### src/hdl/plcc_pkg.sv
`timescale 1ns / 1ps
`default_nettype none
// ---------------------------------------------------------------------------
// plcc_pkg
// Shared widths, codes and defaults for the pressure limit curve classifier.
// ---------------------------------------------------------------------------
package plcc_pkg;

  localparam int PLCC_CURVE_POINTS = 5;

  localparam int SPD_W  = 16;
  localparam int PRS_W  = 16;
  localparam int MIN_W  = 13;
  localparam int DB_W   = 16;
  localparam int CFG_IDX_W = 2;
  localparam int CFG_DATA_W = 16;
  localparam int STAT_W = 3;

  localparam int DIF_W  = 17;
  localparam int SLP_W  = 27;
  localparam int MUL_W  = 44;
  localparam int DVD_W  = 42;
  localparam int DEN_W  = 16;
  localparam int LIM_W  = 36;

  localparam logic [CFG_IDX_W-1:0] CFG_CHECK_ENABLED = 2'd0;
  localparam logic [CFG_IDX_W-1:0] CFG_MIN_SPEED     = 2'd1;
  localparam logic [CFG_IDX_W-1:0] CFG_MAX_DEADBAND  = 2'd2;
  localparam logic [CFG_IDX_W-1:0] CFG_MAP_DEADBAND  = 2'd3;

  localparam logic KIND_CHECK = 1'b0;
  localparam logic KIND_LOAD  = 1'b1;

  localparam logic CURVE_MAX = 1'b0;
  localparam logic CURVE_MAP = 1'b1;

  localparam logic [STAT_W-1:0] ST_BELOW_MAP = 3'd0;
  localparam logic [STAT_W-1:0] ST_IN_MAP    = 3'd1;
  localparam logic [STAT_W-1:0] ST_ABOVE_MAP = 3'd2;
  localparam logic [STAT_W-1:0] ST_WARNING   = 3'd3;
  localparam logic [STAT_W-1:0] ST_EXCEEDED  = 3'd4;

  localparam logic signed [DIF_W-1:0] SLOPE_SCALE = 17'sd1000;
  localparam logic [DEN_W-1:0] OFF_SCALE  = 16'd1000;
  localparam logic [DEN_W-1:0] BASE_SCALE = 16'd100;
  localparam logic [4:0] RPM_SCALE = 5'd10;

  typedef enum logic [8:0] {
    S_IDLE    = 9'b000000001,
    S_SEARCH  = 9'b000000010,
    S_FETCH_HI = 9'b000000100,
    S_FETCH_LO = 9'b000001000,
    S_MUL     = 9'b000010000,
    S_DLOAD   = 9'b000100000,
    S_DIV     = 9'b001000000,
    S_LIM     = 9'b010000000,
    S_DONE    = 9'b100000000
  } state_t;

  typedef enum logic [1:0] {
    PH_SLOPE = 2'd0,
    PH_OFF   = 2'd1,
    PH_BASE  = 2'd2
  } phase_t;

endpackage

`default_nettype wire

### src/hdl/pressure_limit_curve_classifier.sv
`timescale 1ns / 1ps
`default_nettype none
// ---------------------------------------------------------------------------
// pressure_limit_curve_classifier
// Classifies a manifold pressure sample against a maximum and a map limit
// curve, each a piecewise-linear table of speed/pressure points.
// ---------------------------------------------------------------------------
// Load items write one curve point in the cycle they are accepted and give no
// result. A check item searches the maximum curve for its speed segment (one
// point per cycle), then interpolates the limit with one shared multiplier and
// one shared restoring divider (42 quotient bits, one per cycle). A curve
// evaluation takes up to two multiply/divide rounds; a check that needs the map
// curve too evaluates both curves, and a check that is disabled or not above the
// minimum speed goes straight to its status. The input is stalled while a check
// is at work; a finished status waits in an output register.
// ---------------------------------------------------------------------------
module pressure_limit_curve_classifier
  import plcc_pkg::*;
#(
  parameter int CURVE_POINTS = PLCC_CURVE_POINTS
) (
  input  wire logic                  clk,
  input  wire logic                  rst,
  input  wire logic                  in_valid,
  output logic                       in_stall,
  input  wire logic                  kind,
  input  wire logic [SPD_W-1:0]      engine_speed,
  input  wire logic [PRS_W-1:0]      manifold_pressure,
  input  wire logic                  curve_select,
  input  wire logic [2:0]            point_index,
  input  wire logic [SPD_W-1:0]      point_speed,
  input  wire logic [PRS_W-1:0]      point_pressure,
  output logic                       out_valid,
  input  wire logic                  out_stall,
  output logic [STAT_W-1:0]          status,
  input  wire logic                  cfg_valid,
  output logic                       cfg_ready,
  input  wire logic [CFG_IDX_W-1:0]  cfg_index,
  input  wire logic [CFG_DATA_W-1:0] cfg_data
);

  localparam int IW = $clog2(CURVE_POINTS);
  localparam int CW = $clog2(CURVE_POINTS + 1);
  localparam int DCW = $clog2(DVD_W + 1);

  state_t state;
  phase_t phase;

  logic [SPD_W-1:0] max_spd [CURVE_POINTS];
  logic [PRS_W-1:0] max_prs [CURVE_POINTS];
  logic [SPD_W-1:0] map_spd [CURVE_POINTS];
  logic [PRS_W-1:0] map_prs [CURVE_POINTS];

  logic             check_en;
  logic [MIN_W-1:0] min_speed;
  logic [DB_W-1:0]  max_db;
  logic [DB_W-1:0]  map_db;

  logic [SPD_W-1:0] speed_r;
  logic [PRS_W-1:0] pressure_r;
  logic             cur;
  logic [CW-1:0]    seg;
  logic             end_r;
  logic [SPD_W-1:0] s_hi;
  logic [SPD_W-1:0] s_lo;
  logic [PRS_W-1:0] p_hi;
  logic [PRS_W-1:0] p_lo;
  logic signed [SLP_W-1:0] slope;
  logic signed [MUL_W-1:0] mul_p;
  logic signed [LIM_W-1:0] lim;
  logic [STAT_W-1:0] result;

  logic [DVD_W-1:0] div_q;
  logic [DEN_W-1:0] div_r;
  logic [DEN_W-1:0] div_den;
  logic             div_neg;
  logic [DCW-1:0]   div_cnt;

  // curve read port
  logic             seg_in;
  logic [IW-1:0]    rd_idx;
  logic [SPD_W-1:0] rd_spd;
  logic [PRS_W-1:0] rd_prs;
  logic [CW-1:0]    seg_dec;
  logic [IW-1:0]    ld_idx;

  assign seg_in  = seg < CW'(CURVE_POINTS);
  assign seg_dec = seg - CW'(1);
  assign ld_idx  = IW'(point_index);

  always_comb begin
    rd_idx = '0;
    if (state == S_FETCH_LO) begin
      rd_idx = seg_dec[IW-1:0];
    end else if (seg_in) begin
      rd_idx = seg[IW-1:0];
    end
  end

  assign rd_spd = (cur == CURVE_MAP) ? map_spd[rd_idx] : max_spd[rd_idx];
  assign rd_prs = (cur == CURVE_MAP) ? map_prs[rd_idx] : max_prs[rd_idx];

  // segment arithmetic
  logic signed [DIF_W-1:0] w;
  logic signed [DIF_W-1:0] d;
  logic signed [DIF_W-1:0] off;
  logic [DIF_W-1:0]        w_mag;
  assign w = $signed({1'b0, s_hi}) - $signed({1'b0, s_lo});
  assign d = $signed({1'b0, p_hi}) - $signed({1'b0, p_lo});
  assign off = $signed({1'b0, speed_r}) - $signed({1'b0, s_lo});
  assign w_mag = w[DIF_W-1] ? DIF_W'(-w) : DIF_W'(w);

  // shared multiplier
  logic signed [SLP_W-1:0] mul_a;
  logic signed [DIF_W-1:0] mul_b;
  logic signed [MUL_W-1:0] mul_prod;
  always_comb begin
    if (phase == PH_SLOPE) begin
      mul_a = SLP_W'(d);
      mul_b = SLOPE_SCALE;
    end else begin
      mul_a = slope;
      mul_b = off;
    end
  end
  assign mul_prod = MUL_W'(mul_a) * MUL_W'(mul_b);

  logic [MUL_W-1:0] mul_mag;
  assign mul_mag = mul_p[MUL_W-1] ? MUL_W'(-mul_p) : MUL_W'(mul_p);

  // shared divider step
  logic [DEN_W:0] r_sh;
  logic           r_ge;
  logic [DEN_W:0] r_sub;
  assign r_sh  = {div_r, div_q[DVD_W-1]};
  assign r_ge  = r_sh >= {1'b0, div_den};
  assign r_sub = r_sh - {1'b0, div_den};

  logic signed [DVD_W:0] q_s;
  assign q_s = div_neg ? -$signed({1'b0, div_q}) : $signed({1'b0, div_q});

  // classification
  logic signed [LIM_W-1:0] pr_x;
  logic signed [LIM_W-1:0] mdb_x;
  logic signed [LIM_W-1:0] pdb_x;
  logic signed [LIM_W-1:0] plo_x;
  logic signed [LIM_W-1:0] phi_x;
  assign pr_x  = $signed(LIM_W'(pressure_r));
  assign mdb_x = $signed(LIM_W'(max_db));
  assign pdb_x = $signed(LIM_W'(map_db));
  assign plo_x = $signed(LIM_W'(p_lo));
  assign phi_x = $signed(LIM_W'(rd_prs));

  logic [SPD_W:0] min_x10;
  assign min_x10 = (SPD_W+1)'(min_speed) * (SPD_W+1)'(RPM_SCALE);

  logic in_xfer;
  logic out_free;
  assign in_stall  = state != S_IDLE;
  assign in_xfer   = in_valid && !in_stall;
  assign out_free  = !out_valid || !out_stall;
  assign cfg_ready = 1'b1;

  always_ff @(posedge clk) begin
    if (rst) begin
      check_en  <= 1'b0;
      min_speed <= '0;
      max_db    <= '0;
      map_db    <= '0;
    end else if (cfg_valid && cfg_ready) begin
      case (cfg_index)
        CFG_CHECK_ENABLED: check_en  <= cfg_data[0];
        CFG_MIN_SPEED:     min_speed <= cfg_data[MIN_W-1:0];
        CFG_MAX_DEADBAND:  max_db    <= cfg_data[DB_W-1:0];
        CFG_MAP_DEADBAND:  map_db    <= cfg_data[DB_W-1:0];
        default: ;
      endcase
    end
  end

  always_ff @(posedge clk) begin
    if (rst) begin
      for (int i = 0; i < CURVE_POINTS; i++) begin
        max_spd[i] <= '0;
        max_prs[i] <= '0;
        map_spd[i] <= '0;
        map_prs[i] <= '0;
      end
    end else if (in_xfer && kind == KIND_LOAD
                 && 32'(point_index) < 32'(CURVE_POINTS)) begin
      if (curve_select == CURVE_MAP) begin
        map_spd[ld_idx] <= point_speed;
        map_prs[ld_idx] <= point_pressure;
      end else begin
        max_spd[ld_idx] <= point_speed;
        max_prs[ld_idx] <= point_pressure;
      end
    end
  end

  always_ff @(posedge clk) begin
    if (rst) begin
      out_valid <= 1'b0;
    end else if (state == S_DONE && out_free) begin
      out_valid <= 1'b1;
    end else if (!out_stall) begin
      out_valid <= 1'b0;
    end
  end

  always_ff @(posedge clk) begin
    if (rst) begin
      state     <= S_IDLE;
      phase     <= PH_SLOPE;
      cur       <= CURVE_MAX;
      seg       <= '0;
      div_cnt   <= '0;
    end else begin
      case (state)
        S_IDLE: begin
          if (in_xfer && kind == KIND_CHECK) begin
            speed_r    <= engine_speed;
            pressure_r <= manifold_pressure;
            cur        <= CURVE_MAX;
            seg        <= '0;
            if (check_en && (SPD_W+1)'(engine_speed) > min_x10) begin
              state <= S_SEARCH;
            end else begin
              result <= ST_BELOW_MAP;
              state  <= S_DONE;
            end
          end
        end
        S_SEARCH: begin
          if (!seg_in || rd_spd == '0 || speed_r <= rd_spd) begin
            state <= S_FETCH_HI;
          end else begin
            seg <= seg + CW'(1);
          end
        end
        S_FETCH_HI: begin
          s_hi  <= rd_spd;
          p_hi  <= rd_prs;
          end_r <= !seg_in || rd_spd == '0;
          if (seg == '0) begin
            if (!seg_in || rd_spd == '0) begin
              div_q   <= DVD_W'(speed_r);
              div_r   <= '0;
              div_den <= BASE_SCALE;
              div_neg <= 1'b0;
              div_cnt <= DCW'(DVD_W);
              phase   <= PH_BASE;
              state   <= S_DIV;
            end else begin
              lim   <= phi_x;
              state <= S_LIM;
            end
          end else begin
            state <= S_FETCH_LO;
          end
        end
        S_FETCH_LO: begin
          s_lo <= rd_spd;
          p_lo <= rd_prs;
          if (end_r) begin
            lim   <= phi_x;
            state <= S_LIM;
          end else begin
            phase <= PH_SLOPE;
            state <= S_MUL;
          end
        end
        S_MUL: begin
          if (phase == PH_SLOPE && w == '0) begin
            slope <= '0;
            phase <= PH_OFF;
          end else begin
            mul_p <= mul_prod;
            state <= S_DLOAD;
          end
        end
        S_DLOAD: begin
          div_q   <= mul_mag[DVD_W-1:0];
          div_r   <= '0;
          div_cnt <= DCW'(DVD_W);
          if (phase == PH_SLOPE) begin
            div_den <= w_mag[DEN_W-1:0];
            div_neg <= mul_p[MUL_W-1] ^ w[DIF_W-1];
          end else begin
            div_den <= OFF_SCALE;
            div_neg <= mul_p[MUL_W-1];
          end
          state <= S_DIV;
        end
        S_DIV: begin
          if (div_cnt == '0) begin
            case (phase)
              PH_SLOPE: begin
                slope <= q_s[SLP_W-1:0];
                phase <= PH_OFF;
                state <= S_MUL;
              end
              PH_OFF: begin
                lim   <= plo_x + $signed(q_s[LIM_W-1:0]);
                state <= S_LIM;
              end
              default: begin
                lim   <= $signed(q_s[LIM_W-1:0]);
                state <= S_LIM;
              end
            endcase
          end else begin
            div_r   <= r_ge ? r_sub[DEN_W-1:0] : r_sh[DEN_W-1:0];
            div_q   <= {div_q[DVD_W-2:0], r_ge};
            div_cnt <= div_cnt - DCW'(1);
          end
        end
        S_LIM: begin
          if (cur == CURVE_MAX) begin
            if (pr_x > lim) begin
              result <= ST_EXCEEDED;
              state  <= S_DONE;
            end else if (pr_x > lim - mdb_x) begin
              result <= ST_WARNING;
              state  <= S_DONE;
            end else begin
              cur   <= CURVE_MAP;
              state <= S_FETCH_HI;
            end
          end else begin
            if (pr_x > lim + pdb_x) begin
              result <= ST_ABOVE_MAP;
            end else if (pr_x > lim - pdb_x) begin
              result <= ST_IN_MAP;
            end else begin
              result <= ST_BELOW_MAP;
            end
            state <= S_DONE;
          end
        end
        S_DONE: begin
          if (out_free) begin
            status    <= result;
            state     <= S_IDLE;
          end
        end
        default: begin
          state <= S_IDLE;
        end
      endcase
    end
  end

endmodule

`default_nettype wire
### config.mk
export PLATFORM = sky130hd
export DESIGN_NAME = pressure_limit_curve_classifier
export DESIGN_NICKNAME = d
export VERILOG_FILES = /design/src/hdl/plcc_pkg.sv /design/src/hdl/pressure_limit_curve_classifier.sv
export SDC_FILE = /design/constraint.sdc
export NUM_CORES = 2
export LEC_CHECK = 0
export BUFFER_PORTS_ARGS = -buffer_cell sky130_fd_sc_hd__buf_2
export CAP_MARGIN = 20
export CORE_MARGIN = 8
export CORE_UTILIZATION = 45
export CTS_BUF_LIST = sky130_fd_sc_hd__clkbuf_2 sky130_fd_sc_hd__clkbuf_4 sky130_fd_sc_hd__clkbuf_8
export DETAILED_ROUTE_END_ITERATION = 8
export PLACE_DENSITY = 0.62
export SYNTH_ARGS = -nofsm -noshare
export SYNTH_HDL_FRONTEND = slang
export SYNTH_SLANG_ARGS = --single-unit
### constraint.sdc
create_clock -name clk -period 11.5 [get_ports clk]
set_input_delay 0.575 -clock clk [delete_from_list [all_inputs] [get_ports clk]]
set_output_delay 0.575 -clock clk [all_outputs]
set_load 0.005 [all_outputs]
==> metrics.txt <==
status finished clean; Mapped Cells 6,388; Setup violations, final 0; fin. max-slew vios 0; post-synthesis xor/xnor area fraction between 3 and 4%; Fmax 0.0973 GHz; register clock-pin slew on the reported worst setup and hold paths 0.07 ns; residual DRC count 0; EDFF count, synth about 800; ys flop type edfxtp_1; clk_skew 0.0634 ns; total clock sinks around 860; main combinational cell family by area after synthesis adder cells; RD Place Congestion 0.962; vias after detailed routing 48,538; io pins slightly below 100; Layout area overhead 10.9%; Synth Area in Compound Gates 10.6%; final worst path period need 10.28 ns; Pleak between 30 and 40 nW; unrepaired setup endpoints after global routing no; clock share of power between 40% and 50%; first-pass GRT wire length 296,000 um; Chip Width 392 um; hpwl dp roughly 140,000 um; VDD IR max 0.000101 V; Simple-Gate Fraction of Synth Area 17.9%; final antenna-violating net count 0; Die Area 0.154 mm2; total power draw 6.77 mW; CTS tree yes; Post-Synth Adder-Cell Area a little over a fifth; number of antenna violations at the first check in global routing 16; critical path class reg2reg; Pre-antenna DRT Iters 6; sequential area share after synthesis 39.6%; Startpoint Class flop; CP max stage delay between 0.9 and 1 ns; DR vias/cell approximately 5.6; final setup TNS 0 ns; post-synthesis instance area 0.0638 mm2; area leader, netlist edfxtp_1; Die H 392 um; Worst Path Required about 12 ns; top post-synthesis cells by area edfxtp_1 (37%), fa_1 (14%), ha_1 (7.0%); total gr overflow 0; WL final 196,000 um; largest net degree at the start of global routing 135; Logic pwr share under 10%; Final period util around 90%; CTS Buffer Depth 3; Yosys reg bits 864; CTS H-tree depth 4; Total GRT Usage between 20% and 30%; crit end category flop; top cell type's share of synthesized area 37.5%; Pint ~5.1 mW; Crit-path slowest cell o41ai_1; worst-margin pin slew 1.18 ns; worst-skew pair later-pin latency 0.88 ns; Num CTS Buffers 144; layout net count 7,592; HP Class in2reg; CORE AREA ~0.14 mm2; fillers 13,093; wire per inst 22.6 um; PD cells 95.6 mW/mm2; hold_ws 0.0883 ns; DRT iter0 DRCs 4,509; Initial Util 45.2%; layout cells sized above 1 7.43%; root buf cell clkbuf_8; critical path arrival 10.90 ns; CP Max Fanout 7; DP Area around 0.067 mm2; Avg Inst Size Synth 9.99 um2; Ys Warns 0; async set-reset flop share out of synthesis 0%; Unique masters post-synth 93; relative slew slack a little over a fifth; Sw Pwr approximately 1.6 mW; I/O Buffers 96; Hold Vio Cnt, Final 0; maxcap violations 0; register share of total power 52.7%; mux share of post-synthesis cell area just over 1%; vias in the first global route 48,033; row count 138; fin area 0.0708 mm2; switching part of the total 24.2%
[cell type report]
type	instances	area [um2]	share of cell area [%]
repair buffers	249	1860	2.63
clock inverters	66	539	0.762
diodes	6	15.0	0.0212
clock buffers	195	2390	3.38
multi-input cells	4708	35600	50.4
flip-flops and latches	864	25300	35.7
inverters	719	2700	3.81
well taps	1890	2360	3.34
[routing by layer]
layer | wire length, um | track usage [%] | up-vias
li1 | - | - | 22324
met1 | 83500 | 34.1 | 23877
met2 | 89900 | 40.4 | 1911
met3 | 14800 | 4.72 | 418
met4 | 7850 | 9.42 | 8
met5 | 47 | 0 | -
[layout by cell type, fill, tap and decap left out, types with 81 or more instances in the layout]
master / instances
a21oi_1: 294
and2_1: 387
and3_1: 110
buf_2: 95
buf_4: 81
clkbuf_8: 148
conb_1: 193
edfxtp_1: 796
fa_1: 455
ha_1: 359
inv_1: 717
nand2_1: 805
nand3_1: 185
nor2_1: 426
nor3_1: 98
o21ai_0: 201
xnor2_1: 137
xor2_1: 114
[path summary, 6_finish.rpt]
| check | slack, ns | startpoint | depth (start not counted) | to |
|---|---|---|---|---|
| hold / removal | 0.09 | point_speed[3] | 1 | max_spd[6][3]$_DFFE_PP_ |
| setup reg to reg | 1.22 | speed_r[0]$_DFFE_PP_ | 35 | mul_p[43]$_DFFE_PP_ |
| setup / recovery | 1.22 | speed_r[0]$_DFFE_PP_ | 35 | mul_p[43]$_DFFE_PP_ |
| hold reg to reg | 0.43 | result[1]$_SDFFCE_PN0P_ | 0 | status[1]$_DFFE_PP_ |
[timing repair]
action	CTS	global route
resized for setup	0	0
hold buffers	69	0
buffers inserted	0	0
hold endpoints to repair	165	0
[Yosys cell counts (16+ instances only)]
master,instances
a211o_1,23
a211oi_1,37
a21boi_0,17
a21o_1,78
a21oi_1,294
a221oi_1,18
a22oi_1,20
a311oi_1,50
a31oi_1,43
a32oi_1,19
and2_1,388
and3_1,110
buf_1,26
buf_2,17
clkbuf_1,238
dfxtp_1,68
edfxtp_1,796
fa_1,455
ha_1,359
inv_1,717
mux2i_1,60
nand2_1,805
nand2b_1,53
nand3_1,185
nand4_1,45
nor2_1,439
nor2b_1,41
nor3_1,104
nor3b_1,16
nor4_1,31
o211ai_1,17
o21a_1,38
o21ai_0,201
o21bai_1,17
o31ai_1,34
o41ai_1,20
or2_2,25
or3_1,34
or4_1,24
xnor2_1,139
xor2_1,114
[worst max-delay path, delay by kind of cell (launching register included)]
family                     cells  cell delay [ns]
adders and majority gates      9             4.12
AOI/OAI and AO/OA             13             3.58
and+or+nand+nor                7             1.22
xor gates and xnor gates       2             0.55
DFF                            1             0.35
buffers and inverters          4             0.23
[power by group through the flow]
stage	Combinational, mW	Clock, mW	Sequential [mW]
finish	0.365	2.83	3.57
global route	0.401	3.02	3.58
CTS	0.361	2.88	3.57
detailed placement	0.340	0	3.64
global placement	0.334	0	3.63
floorplan	0.195	0	3.62
[registers in the layout, summed over array words and instances, names as in the netlist, 3 cells and up]
name	count
div_cnt	6
p_lo	16
result	3
pressure_r	16
s_hi	16
lim	36
div_q	42
mul_p	43
max_prs	128
p_hi	16
max_db	16
speed_r	16
map_spd	128
state	9
max_spd	128
s_lo	16
div_den	16
map_db	16
div_r	16
map_prs	128
status	3
seg	3
slope	27
min_speed	13
[kinds of logic after synthesis]
| logic type | after synthesis |
|---|---|
| simple gates | 2351 |
| compound gates | 1033 |
| buf+inv | 1007 |
| flops | 864 |
| fa+ha+maj | 814 |
| xor+xnor | 253 |
| mux | 64 |
| other cells | 2 |
[through the flow]
step	utilization, %	std cells	worst slack (ns)
floorplan	-	6579	2.97
global placement	47.5	8356	1.39
detailed placement	47.5	8357	1.30
CTS	50.1	8687	1.30
global route	50.2	8695	0.718
finish	50.2	8697	1.22
Power figures use the tool's default switching activity.
